$ cat config.mk
export PLATFORM = sky130hd
export DESIGN_NAME = map_frame_deaggregator
export DESIGN_NICKNAME = d
export VERILOG_FILES = /design/src/rtl/core/mfd_pkg.sv /design/src/rtl/core/mfd_queue.sv /design/src/rtl/core/mfd_front.sv /design/src/rtl/core/mfd_back.sv /design/src/rtl/core/map_frame_deaggregator.sv
export SDC_FILE = /design/constraint.sdc
export NUM_CORES = 1
export LEC_CHECK = 0
export BUFFER_PORTS_ARGS = -buffer_cell sky130_fd_sc_hd__buf_2
export CAP_MARGIN = 40
export CORE_MARGIN = 2
export CORE_UTILIZATION = 55
export CTS_CLUSTER_SIZE = 24
export DETAILED_ROUTE_END_ITERATION = 10
export GPL_TIMING_DRIVEN = 1
export PLACE_DENSITY = 0.75
export SLEW_MARGIN = 30
export SYNTH_ARGS = -nofsm -noshare
export SYNTH_HDL_FRONTEND = slang
export SYNTH_SLANG_ARGS = --single-unit
$ cat constraint.sdc
create_clock -name clk -period 12.51 [get_ports clk]
set_clock_uncertainty 0.1 [all_clocks]
set_input_delay 2.502 -clock clk [delete_from_list [all_inputs] [get_ports clk]]
set_output_delay 2.502 -clock clk [all_outputs]
set_load 0.01 [all_outputs]
$ cat src/rtl/core/mfd_pkg.sv
// Shared types and constants of the frame deaggregator.
// No dependencies; imported by every module of the block.
`default_nettype none

package mfd_pkg;

    localparam int HEADER_BYTES   = 4;
    localparam int HDR_LAST       = HEADER_BYTES - 1;
    localparam int HDR_W          = HEADER_BYTES * 8;
    localparam int BEAT_W         = $clog2(HEADER_BYTES);
    localparam int QUEUE_DEPTH_DEF = 4;

    localparam logic [1:0] STAT_DATA      = 2'd0;
    localparam logic [1:0] STAT_MALFORMED = 2'd1;
    localparam logic [1:0] STAT_EMPTY     = 2'd2;

    typedef struct packed {
        logic [7:0]  data_byte;
        logic        buffer_start;
        logic [15:0] buffer_length;
    } in_item_t;

    typedef struct packed {
        logic [7:0] out_byte;
        logic       frame_first;
        logic       frame_final;
        logic [1:0] drop_status;
        logic       run_last;
    } out_item_t;

    // One queued job: either a whole header burst or a single result beat.
    typedef struct packed {
        logic             burst;
        logic [HDR_W-1:0] bytes;       // byte i of the header at [8*i +: 8]
        logic             final_mark;
        logic [1:0]       status;
    } entry_t;

    typedef struct packed {
        logic full;
        logic empty;
    } q_stat_t;

endpackage

`default_nettype wire

$ cat src/rtl/core/mfd_queue.sv
// Small job queue between the classifier and the beat emitter.
// Depends on mfd_pkg (entry_t, q_stat_t).
`default_nettype none

module mfd_queue #(
    parameter int DEPTH = mfd_pkg::QUEUE_DEPTH_DEF
) (
    input  wire logic            clk,
    input  wire logic            rst_n,
    input  wire logic            push,
    input  mfd_pkg::entry_t      push_entry,
    input  wire logic            pop,
    output mfd_pkg::entry_t      head,
    output mfd_pkg::q_stat_t     qstat
);
    import mfd_pkg::*;

    localparam int PTR_W = $clog2(DEPTH);

    entry_t           mem_reg [DEPTH];
    logic [PTR_W-1:0] wr_ptr_reg;
    logic [PTR_W-1:0] rd_ptr_reg;
    logic [PTR_W:0]   count_reg;

    assign head        = mem_reg[rd_ptr_reg];
    assign qstat.full  = (count_reg == (PTR_W+1)'(DEPTH));
    assign qstat.empty = (count_reg == '0);

    always_ff @(posedge clk or negedge rst_n)
    begin
        if (!rst_n)
        begin
            wr_ptr_reg <= '0;
            rd_ptr_reg <= '0;
            count_reg  <= '0;
        end
        else
        begin
            if (push)
            begin
                wr_ptr_reg <= wr_ptr_reg + 1'b1;
            end
            if (pop)
            begin
                rd_ptr_reg <= rd_ptr_reg + 1'b1;
            end
            if (push && !pop)
            begin
                count_reg <= count_reg + 1'b1;
            end
            else if (pop && !push)
            begin
                count_reg <= count_reg - 1'b1;
            end
        end
    end

    always_ff @(posedge clk)
    begin
        if (push)
        begin
            mem_reg[wr_ptr_reg] <= push_entry;
        end
    end

endmodule

`default_nettype wire

$ cat src/rtl/core/mfd_front.sv
// Classifier: tracks buffer and frame position per input byte and queues jobs.
// Depends on mfd_pkg.
`default_nettype none

module mfd_front (
    input  wire logic         clk,
    input  wire logic         rst_n,
    input  wire logic         item_valid,
    output logic              item_ready,
    input  mfd_pkg::in_item_t item,
    output logic              push,
    output mfd_pkg::entry_t   push_entry,
    input  mfd_pkg::q_stat_t  qstat
);
    import mfd_pkg::*;

    typedef enum logic [1:0] {
        PH_HEADER,
        PH_BODY,
        PH_DISCARD
    } phase_t;

    phase_t            phase_reg,  phase_next;
    logic [BEAT_W-1:0] hidx_reg,   hidx_next;
    logic [15:0]       frame_reg,  frame_next;
    logic [15:0]       buf_reg,    buf_next;
    logic [7:0]        hstore_reg [HDR_LAST];

    logic              fire;
    logic              store_we;
    phase_t            ph;
    logic [BEAT_W-1:0] hi;
    logic [15:0]       bl;
    logic [15:0]       bl1;
    logic [15:0]       fl;
    logic [15:0]       fl1;
    logic [15:0]       pay;

    assign item_ready = !qstat.full;
    assign fire       = item_valid && item_ready;

    always_comb
    begin
        // a buffer start resets position before the byte is counted
        bl  = item.buffer_start ? item.buffer_length : buf_reg;
        ph  = item.buffer_start ? PH_HEADER : phase_reg;
        hi  = item.buffer_start ? '0 : hidx_reg;
        fl  = item.buffer_start ? '0 : frame_reg;
        bl1 = bl - 16'd1;
        fl1 = fl - 16'd1;
        pay = {hstore_reg[HEADER_BYTES-2], item.data_byte};

        phase_next = phase_reg;
        hidx_next  = hidx_reg;
        frame_next = frame_reg;
        buf_next   = buf_reg;
        push       = 1'b0;
        push_entry = '0;
        store_we   = 1'b0;

        if (fire)
        begin
            phase_next = ph;
            hidx_next  = hi;
            frame_next = fl;
            buf_next   = bl;
            if (bl != 16'd0)
            begin
                buf_next = bl1;
                unique case (ph)
                    PH_BODY:
                    begin
                        frame_next               = fl1;
                        push                     = 1'b1;
                        push_entry.bytes[7:0]    = item.data_byte;
                        push_entry.final_mark    = (fl1 == 16'd0);
                        push_entry.status        = STAT_DATA;
                        if (fl1 == 16'd0)
                        begin
                            phase_next = PH_HEADER;
                            hidx_next  = '0;
                        end
                    end
                    PH_HEADER:
                    begin
                        if (hi != BEAT_W'(HDR_LAST))
                        begin
                            store_we  = 1'b1;
                            hidx_next = hi + 1'b1;
                            if (bl1 == 16'd0)
                            begin
                                // buffer ran out inside a header
                                phase_next        = PH_DISCARD;
                                hidx_next         = '0;
                                push              = 1'b1;
                                push_entry.status = STAT_MALFORMED;
                            end
                        end
                        else
                        begin
                            hidx_next = '0;
                            if (pay == 16'd0)
                            begin
                                phase_next        = PH_DISCARD;
                                push              = 1'b1;
                                push_entry.status = STAT_EMPTY;
                            end
                            else if (pay > bl1)
                            begin
                                phase_next        = PH_DISCARD;
                                push              = 1'b1;
                                push_entry.status = STAT_MALFORMED;
                            end
                            else
                            begin
                                phase_next       = PH_BODY;
                                frame_next       = pay;
                                push             = 1'b1;
                                push_entry.burst = 1'b1;
                                for (int i = 0; i < HDR_LAST; i++)
                                begin
                                    push_entry.bytes[8*i +: 8] = hstore_reg[i];
                                end
                                push_entry.bytes[8*HDR_LAST +: 8] = item.data_byte;
                            end
                        end
                    end
                    default:
                    begin
                        // discard: byte only counted off the buffer
                    end
                endcase
            end
        end
    end

    always_ff @(posedge clk or negedge rst_n)
    begin
        if (!rst_n)
        begin
            phase_reg <= PH_HEADER;
            hidx_reg  <= '0;
            frame_reg <= '0;
            buf_reg   <= '0;
        end
        else
        begin
            phase_reg <= phase_next;
            hidx_reg  <= hidx_next;
            frame_reg <= frame_next;
            buf_reg   <= buf_next;
        end
    end

    always_ff @(posedge clk)
    begin
        if (store_we)
        begin
            hstore_reg[hi] <= item.data_byte;
        end
    end

endmodule

`default_nettype wire

$ cat src/rtl/core/mfd_back.sv
// Beat emitter: expands queued jobs into result beats behind an output register.
// Depends on mfd_pkg.
`default_nettype none

module mfd_back (
    input  wire logic          clk,
    input  wire logic          rst_n,
    input  mfd_pkg::entry_t    head,
    input  mfd_pkg::q_stat_t   qstat,
    output logic               pop,
    output logic               result_valid,
    input  wire logic          result_ready,
    output mfd_pkg::out_item_t result
);
    import mfd_pkg::*;

    logic [BEAT_W-1:0] beat_reg;
    logic              ov_reg;
    out_item_t         res_reg;
    out_item_t         res_next;
    logic              load;
    logic              last_beat;

    assign load      = !qstat.empty && (!ov_reg || result_ready);
    assign last_beat = !head.burst || (beat_reg == BEAT_W'(HDR_LAST));
    assign pop       = load && last_beat;

    always_comb
    begin
        if (head.burst)
        begin
            res_next.out_byte    = head.bytes[{beat_reg, 3'b000} +: 8];
            res_next.frame_first = (beat_reg == '0);
            res_next.frame_final = 1'b0;
            res_next.drop_status = STAT_DATA;
            res_next.run_last    = last_beat;
        end
        else
        begin
            res_next.out_byte    = head.bytes[7:0];
            res_next.frame_first = 1'b0;
            res_next.frame_final = head.final_mark;
            res_next.drop_status = head.status;
            res_next.run_last    = 1'b1;
        end
    end

    always_ff @(posedge clk or negedge rst_n)
    begin
        if (!rst_n)
        begin
            beat_reg <= '0;
            ov_reg   <= 1'b0;
        end
        else if (load)
        begin
            ov_reg   <= 1'b1;
            beat_reg <= pop ? '0 : beat_reg + 1'b1;
        end
        else if (result_ready)
        begin
            ov_reg <= 1'b0;
        end
    end

    always_ff @(posedge clk)
    begin
        if (load)
        begin
            res_reg <= res_next;
        end
    end

    assign result_valid = ov_reg;
    assign result       = res_reg;

endmodule

`default_nettype wire

$ cat src/rtl/core/map_frame_deaggregator.sv
// Frame deaggregator: splits a length-prefixed aggregated byte stream into frames.
// Input channel (item_valid/item_ready/item) takes one buffer byte per beat; the
// first byte of a buffer carries buffer_start and the buffer length.
// Output channel (result_valid/result_ready/result) gives one result per beat:
// frame bytes with first/final marks, or a single malformed/empty status.
// A body byte gives one result via the job queue and the output register. The last
// header byte gives the four header bytes as consecutive beats. Input runs at one
// byte per cycle while the queue is not full; the output register emits one beat
// per cycle while result_ready is high, so a burst of headers is paced by the
// emitter and absorbed by the job queue (QUEUE_DEPTH jobs) before item_ready drops.
// Reset clears the position state: the block waits for a buffer start, and bytes
// seen before one are ignored. When the receiver stalls, the result stays held,
// the queue fills and item_ready goes low once it is full; nothing is lost.
// Depends on mfd_pkg, mfd_front, mfd_queue, mfd_back.
`default_nettype none

module map_frame_deaggregator #(
    parameter int QUEUE_DEPTH = mfd_pkg::QUEUE_DEPTH_DEF
) (
    input  wire logic          clk,
    input  wire logic          rst_n,
    input  wire logic          item_valid,
    output logic               item_ready,
    input  mfd_pkg::in_item_t  item,
    output logic               result_valid,
    input  wire logic          result_ready,
    output mfd_pkg::out_item_t result
);
    import mfd_pkg::*;

    logic    push;
    logic    pop;
    entry_t  push_entry;
    entry_t  head;
    q_stat_t qstat;

    mfd_front u_front (
        .clk        (clk),
        .rst_n      (rst_n),
        .item_valid (item_valid),
        .item_ready (item_ready),
        .item       (item),
        .push       (push),
        .push_entry (push_entry),
        .qstat      (qstat)
    );

    mfd_queue #(
        .DEPTH (QUEUE_DEPTH)
    ) u_queue (
        .clk        (clk),
        .rst_n      (rst_n),
        .push       (push),
        .push_entry (push_entry),
        .pop        (pop),
        .head       (head),
        .qstat      (qstat)
    );

    mfd_back u_back (
        .clk          (clk),
        .rst_n        (rst_n),
        .head         (head),
        .qstat        (qstat),
        .pop          (pop),
        .result_valid (result_valid),
        .result_ready (result_ready),
        .result       (result)
    );

endmodule

`default_nettype wire

==> results.sh, run 1 <==
export IMPL_status="finished clean"
export IMPL_finalHoldViolCount=0
export IMPL_synth_area_mm2=0.0111
export IMPL_drt_iter0_drc=653
export IMPL_tightestPinTransition_ps=793
export IMPL_internal_power_w=0.00175
export IMPL_die_h_um=146
export IMPL_ys_seq_area_frac=0.592
export IMPL_max_slew_margin=0.464
export IMPL_ys_async_sr_fraction=0.203
export IMPL_avgSynthCellArea_um2=13.0
export IMPL_vdd_drop_max_mv=0.103
export IMPL_num_fill_cells=1543
export IMPL_grt_pass1_wl_um=41200
export IMPL_fin_crit_ps=7270
export IMPL_seqPwrFrac=0.406
export IMPL_hp_class="reg2reg"
export IMPL_port_buffers=43
export IMPL_holdBufCountCts=0
export IMPL_antenna_found_initial=0
export IMPL_clk_latency_ps=520
export IMPL_tritoncts="built"
export IMPL_clkPwrFrac=0.259
export IMPL_ios=44
export IMPL_routedWlPerCell_um=21.7
export IMPL_startpoint_type="input port"
export IMPL_seq_area_mm2=0.00659
export IMPL_fin_tns_setup_ps=0
export IMPL_synth_area_leaders="edfxtp_1 (49%), dfrtp_1 (10%), mux4_2 (7.1%), ha_1 (3.5%), nand2_1 (2.4%)"
export IMPL_max_freq_ghz=0.137
export IMPL_ctsLongestPathBuffers=3
export IMPL_route_detailed_drc=0
export IMPL_fin_crit_sh=0.581
export IMPL_fp_dieArea_mm2=0.0214
export IMPL_pwr_density_cell_mw_per_mm2=214
export IMPL_clk_pin_slew_worst_paths_ps=60
export IMPL_routed_via_density=6.18
export IMPL_maxCapViolations=0
export IMPL_ys_warn_count=0
export IMPL_cts_sinks=227
export IMPL_synth_top_cell_by_area="edfxtp_1"
export IMPL_finalMaxSlewViolations=0
export IMPL_crit_chain="buf_2 -> buf_4 -> mux2i_1 -> ha_1 -> o211ai_2 -> nor3_1 -> nor4b_1 -> nor3_4 -> ha_1 -> nand4_1 -> nand2b_1 -> nor3_1 -> o211ai_1 -> buf_2 -> nor2_1 -> a22oi_1 -> nor2_1"
export IMPL_fin_hold_ws_ps=390
export IMPL_grt_max_degree=55
export IMPL_ys_ff_latch=227
export IMPL_cts_setup_buffers=0
export IMPL_yosysMostFrequentCell="edfxtp_1"
export IMPL_gp_congestion=0.911
export IMPL_firstDrtPassIters=5
export IMPL_synth_ff_type="edfxtp_1"
export IMPL_wl_um=25600
export IMPL_cts_made_buffers=24
export IMPL_crit_slowest_cell="nor2_1"
export IMPL_postLayoutCoreUtil=0.621
export IMPL_worst_slack_ps=5240
export IMPL_layout_drive_gt1_share=0.170
export IMPL_path_buf_inv=3
export IMPL_critical_path_top_delay_family="simple AND/OR/NAND/NOR gates"
export IMPL_first_global_vias=7307
export IMPL_rows=52
export IMPL_combPwrFrac=0.335
export IMPL_rsz0062_at_grt="no"
export IMPL_critPathArrivalTime_ps=7480
export IMPL_swShare=0.345
export IMPL_path_max_fanout=54
export IMPL_synth_edff_count=181
export IMPL_cts_root_buf="clkbuf_16"
export IMPL_syn_inst=854
export IMPL_pre_cts_ws_ps=4860
export IMPL_initial_utilization=0.556
export IMPL_mappedNetlistNets=915
export IMPL_ant_nets=0
export IMPL_hpwl_um=16600
export IMPL_p_leak_nw=4.54
export IMPL_num_vias=7299
export IMPL_htreeDepth=1
export IMPL_die_w_um=146
export IMPL_largest_register_ffs=144
export IMPL_crit_path_end_kind="register"
export IMPL_fin_nets=954
export IMPL_cts_resized=0
export IMPL_grt_util_all_layers=0.246
export IMPL_area_growth_pct=11.8
export IMPL_yosys_area_top_type_share=0.488
export IMPL_multiInputGateArea_mm2=0.00428
export IMPL_synth_cell_type_count=79
export IMPL_core_area_mm2=0.0200
export IMPL_p_sw_w=0.000921
export IMPL_gr_total_overflow=0
export IMPL_cp_required_ps=12720
export IMPL_finalSetupViolations=0
export IMPL_ys_top_cells_by_count="edfxtp_1 (181), nand2_1 (70), nor2_1 (65)"
export IMPL_critPathMaxStageDelay_ps=610
export IMPL_n_antenna_cell=0
export IMPL_crit_type="in2reg"
-- worst paths after layout --
check	start	to	slack [ps]	cells past startpoint
setup / recovery	item[16]	u_queue.mem_reg[0][9]$_DFFE_PP_	5240	17
hold / removal	u_front.hidx_reg[1]$_DFFE_PN0P_	u_front.hidx_reg[1]$_DFFE_PN0P_	390	1
setup reg to reg	u_front.buf_reg[0]$_DFFE_PN0P_	u_queue.mem_reg[0][9]$_DFFE_PP_	7520	15
hold reg to reg	u_front.hidx_reg[1]$_DFFE_PN0P_	u_front.hidx_reg[1]$_DFFE_PN0P_	390	1
max in group asynchronous	rst_n	u_front.frame_reg[6]$_DFFE_PN0P_	9820	2
min in group asynchronous	rst_n	u_back.beat_reg[0]$_DFFE_PN0P_	2000	2
-- layout make-up --
cell class / count / share of cell area
flip-flops and latches: 227 / 0.529
multi-input cells: 557 / 0.344
clock buffers: 30 / 0.0509
repair buffers: 57 / 0.0297
well taps: 270 / 0.0271
clock inverters: 14 / 0.0111
inverters: 26 / 0.00784
-- cell usage in the layout (no fill, tap or decap), drive strengths merged, types with 7 or more instances in the layout --
| cell type | n |
|---|---|
| edfxtp | 181 |
| nand2 | 70 |
| nor2 | 65 |
| buf | 56 |
| dfrtp | 46 |
| o21ai | 39 |
| mux4 | 35 |
| a21oi | 35 |
| and2 | 34 |
| ha | 31 |
| clkbuf | 30 |
| inv | 26 |
| nor3 | 22 |
| mux2i | 18 |
| xnor2 | 18 |
| nand3 | 13 |
| o211ai | 13 |
| nor4 | 11 |
| xor2 | 11 |
| a22oi | 11 |
| clkinv | 11 |
| a221o | 8 |
| a21o | 8 |
| and3 | 7 |
| nand4 | 7 |
-- stage by stage --
stage / instances / instance area, um^2 / power, W
detailed placement: 1137 / 11700 / 0.00198
floorplan: 854 / 11100 / 0.00173
CTS: 1181 / 12400 / 0.00268
global placement: 1132 / 11600 / 0.00196
finish: 1181 / 12400 / 0.00267
global route: 1181 / 12400 / 0.00282
-- worst reg2reg max path, delay by kind of cell (launching register included) --
family	cells	cell delay (ps)
fa+ha+maj	2	620
mux	1	330
compound gates	3	600
buf+inv	1	240
flops	1	400
simple gates	8	2490
-- cells by family after synthesis --
kind of cell | count (synthesis) | share of synthesized area
AOI/OAI and AO/OA | 172 | 0.108
xor gates and xnor gates | 29 | 0.0235
adders and majority gates | 32 | 0.0366
buffers and inverters | 70 | 0.0247
DFF | 227 | 0.592
muxes | 59 | 0.0937
and+or+nand+nor | 265 | 0.122
-- power by group through the flow --
stage	combinational, W	clock, W	sequential, W
3_3_place_gp	0.000866	0	0.00109
6_report	0.000895	0.000691	0.00108
4_1_cts	0.000893	0.000702	0.00108
3_5_place_dp	0.000888	0	0.00109
5_1_grt	0.000986	0.000730	0.00110
2_1_floorplan	0.000686	0	0.00104
-- layer usage --
metal  global-route usage  vias to the layer above  part of all wire
li1                     -                     3360                 -
met1                0.344                     3597              0.42
met2                0.408                      295              0.49
met3               0.0341                       47             0.065
met4               0.0718                        0             0.023
met5                    0                        -                 0
(Power assumes the default switching activity.)
==> inputs of run 2 (changes only) <==
==> constraint.sdc (replaced) <==
create_clock -name clk -period 7.01 [get_ports clk]
set_clock_uncertainty 0.1 [all_clocks]
set_input_delay 1.402 -clock clk [delete_from_list [all_inputs] [get_ports clk]]
set_output_delay 1.402 -clock clk [all_outputs]
set_load 0.01 [all_outputs]
==> results.sh, run 2 (synthesis results as in run 1) <==
export IMPL_n_antenna_cell=0
export IMPL_die_h_um=146
export IMPL_status="finished clean"
export IMPL_fp_dieArea_mm2=0.0214
export IMPL_rows=52
export IMPL_rsz0062_at_grt="no"
export IMPL_grt_max_degree=47
export IMPL_max_freq_ghz=0.173
export IMPL_port_buffers=43
export IMPL_tritoncts="built"
export IMPL_cts_root_buf="clkbuf_16"
export IMPL_final_cell_mix="edfxtp_1 (181), nand2_1 (70), nor2_1 (64)"
export IMPL_grt_pass1_wl_um=40200
export IMPL_fin_crit_sh=0.824
export IMPL_fin_tns_setup_ps=0
export IMPL_postLayoutCoreUtil=0.620
export IMPL_finalMaxSlewViolations=0
export IMPL_ctsLongestPathBuffers=3
export IMPL_layout_drive_gt1_share=0.173
export IMPL_num_vias=7381
export IMPL_initial_utilization=0.556
export IMPL_clk_pin_slew_worst_paths_ps=60
export IMPL_cp_required_ps=7370
export IMPL_tightestPinTransition_ps=807
export IMPL_gp_congestion=0.894
export IMPL_maxCapViolations=0
export IMPL_wl_um=25400
export IMPL_pwr_density_cell_mw_per_mm2=383
export IMPL_fin_crit_ps=5780
export IMPL_ios=44
export IMPL_cts_made_buffers=24
export IMPL_die_w_um=146
export IMPL_vdd_drop_max_mv=0.300
export IMPL_crit_path_end_kind="register"
export IMPL_max_slew_margin=0.461
export IMPL_routedWlPerCell_um=21.5
export IMPL_crit_type="in2reg"
export IMPL_num_fill_cells=1562
export IMPL_cts_resized=0
export IMPL_multiInputGateArea_mm2=0.00428
export IMPL_holdBufCountCts=0
export IMPL_clk_latency_ps=530
export IMPL_final_common_cell="edfxtp_1"
export IMPL_fin_nets=957
export IMPL_finalSetupViolations=0
export IMPL_routed_via_density=6.23
export IMPL_ant_nets=0
export IMPL_cts_setup_buffers=0
export IMPL_gr_total_overflow=0
export IMPL_core_area_mm2=0.0200
export IMPL_firstDrtPassIters=6
export IMPL_grt_util_all_layers=0.240
export IMPL_fin_hold_ws_ps=403
export IMPL_seq_area_mm2=0.00659
export IMPL_critPathArrivalTime_ps=6140
export IMPL_antenna_found_initial=0
export IMPL_hpwl_um=16800
export IMPL_area_growth_pct=11.6
export IMPL_htreeDepth=1
export IMPL_p_leak_nw=4.55
export IMPL_finalHoldViolCount=0
export IMPL_route_detailed_drc=0
export IMPL_drt_iter0_drc=660
export IMPL_path_max_fanout=23
export IMPL_first_global_vias=7227
export IMPL_startpoint_type="input port"
export IMPL_hp_class="reg2reg"
export IMPL_cts_sinks=227
export IMPL_largest_register_ffs=144
[run 2: cell count changes in the layout (fill, tap and decap cells not counted), sizes merged]
cell           before  now
inv                26   27
clkdlybuf4s15       1    0
clkbuf             30   27
buf                56   59
clkinv             11   14
[run 2: critical path, cell delays in order]
cell	delay, ps
buf_2	380
mux2i_1	430
ha_1	310
o211ai_2	190
nor3_1	420
nor4b_1	480
nor3_4	80
ha_1	310
nand4_1	120
nand2b_1	180
a221o_1	260
o211a_1	150
o211ai_1	470
nand2_1	380
a221oi_1	370
o22a_1	190
[run 2: area by class of cell]
class                           count  area share
Inverter                           26     0.00786
Tap cell                          270      0.0272
Timing Repair Buffer               60      0.0277
Sequential cell                   227       0.530
Clock inverter                     18      0.0132
Clock buffer                       26      0.0490
Multi-Input combinational cell    557       0.345
[run 2: layer usage]
layer | routed length, um | global-route usage
met2 | 12300 | 0.397
met4 | 804 | 0.0748
met5 | 0 | 0
met1 | 10500 | 0.337
met3 | 1760 | 0.0322
[run 2: per-stage QoR]
| step | std cells | total power (W) | cell area [um^2] | worst slack, ps |
|---|---|---|---|---|
| floorplan | 854 | 0.00308 | 11100 | 708 |
| global placement | 1138 | 0.00349 | 11600 | 955 |
| detailed placement | 1139 | 0.00353 | 11600 | 799 |
| CTS | 1183 | 0.00478 | 12400 | 1330 |
| global route | 1184 | 0.00503 | 12400 | 816 |
| finish | 1184 | 0.00476 | 12400 | 1230 |
[run 2: path summary, 6_finish.rpt]
check | from | endpoint | slack, ps | cells past startpoint
max in group asynchronous | rst_n | u_front.frame_reg[10]$_DFFE_PN0P_ | 5450 | 2
setup / recovery | item[16] | u_front.frame_reg[15]$_DFFE_PN0P_ | 1230 | 16
hold / removal | u_front.hidx_reg[1]$_DFFE_PN0P_ | u_front.hidx_reg[1]$_DFFE_PN0P_ | 400 | 1
setup reg to reg | u_front.buf_reg[0]$_DFFE_PN0P_ | u_front.frame_reg[15]$_DFFE_PN0P_ | 2210 | 15
hold reg to reg | u_front.hidx_reg[1]$_DFFE_PN0P_ | u_front.hidx_reg[1]$_DFFE_PN0P_ | 400 | 1
min in group asynchronous | rst_n | u_queue.rd_ptr_reg[0]$_DFFE_PN0P_ | 870 | 2
[run 2: power breakdown]
group | switching (W) | internal [W] | total (W)
sequential | 0.000218 | 0.00171 | 0.00193
clock | 0.000528 | 0.000708 | 0.00124
combinational | 0.000910 | 0.000689 | 0.00160
total | 0.00166 | 0.00311 | 0.00476
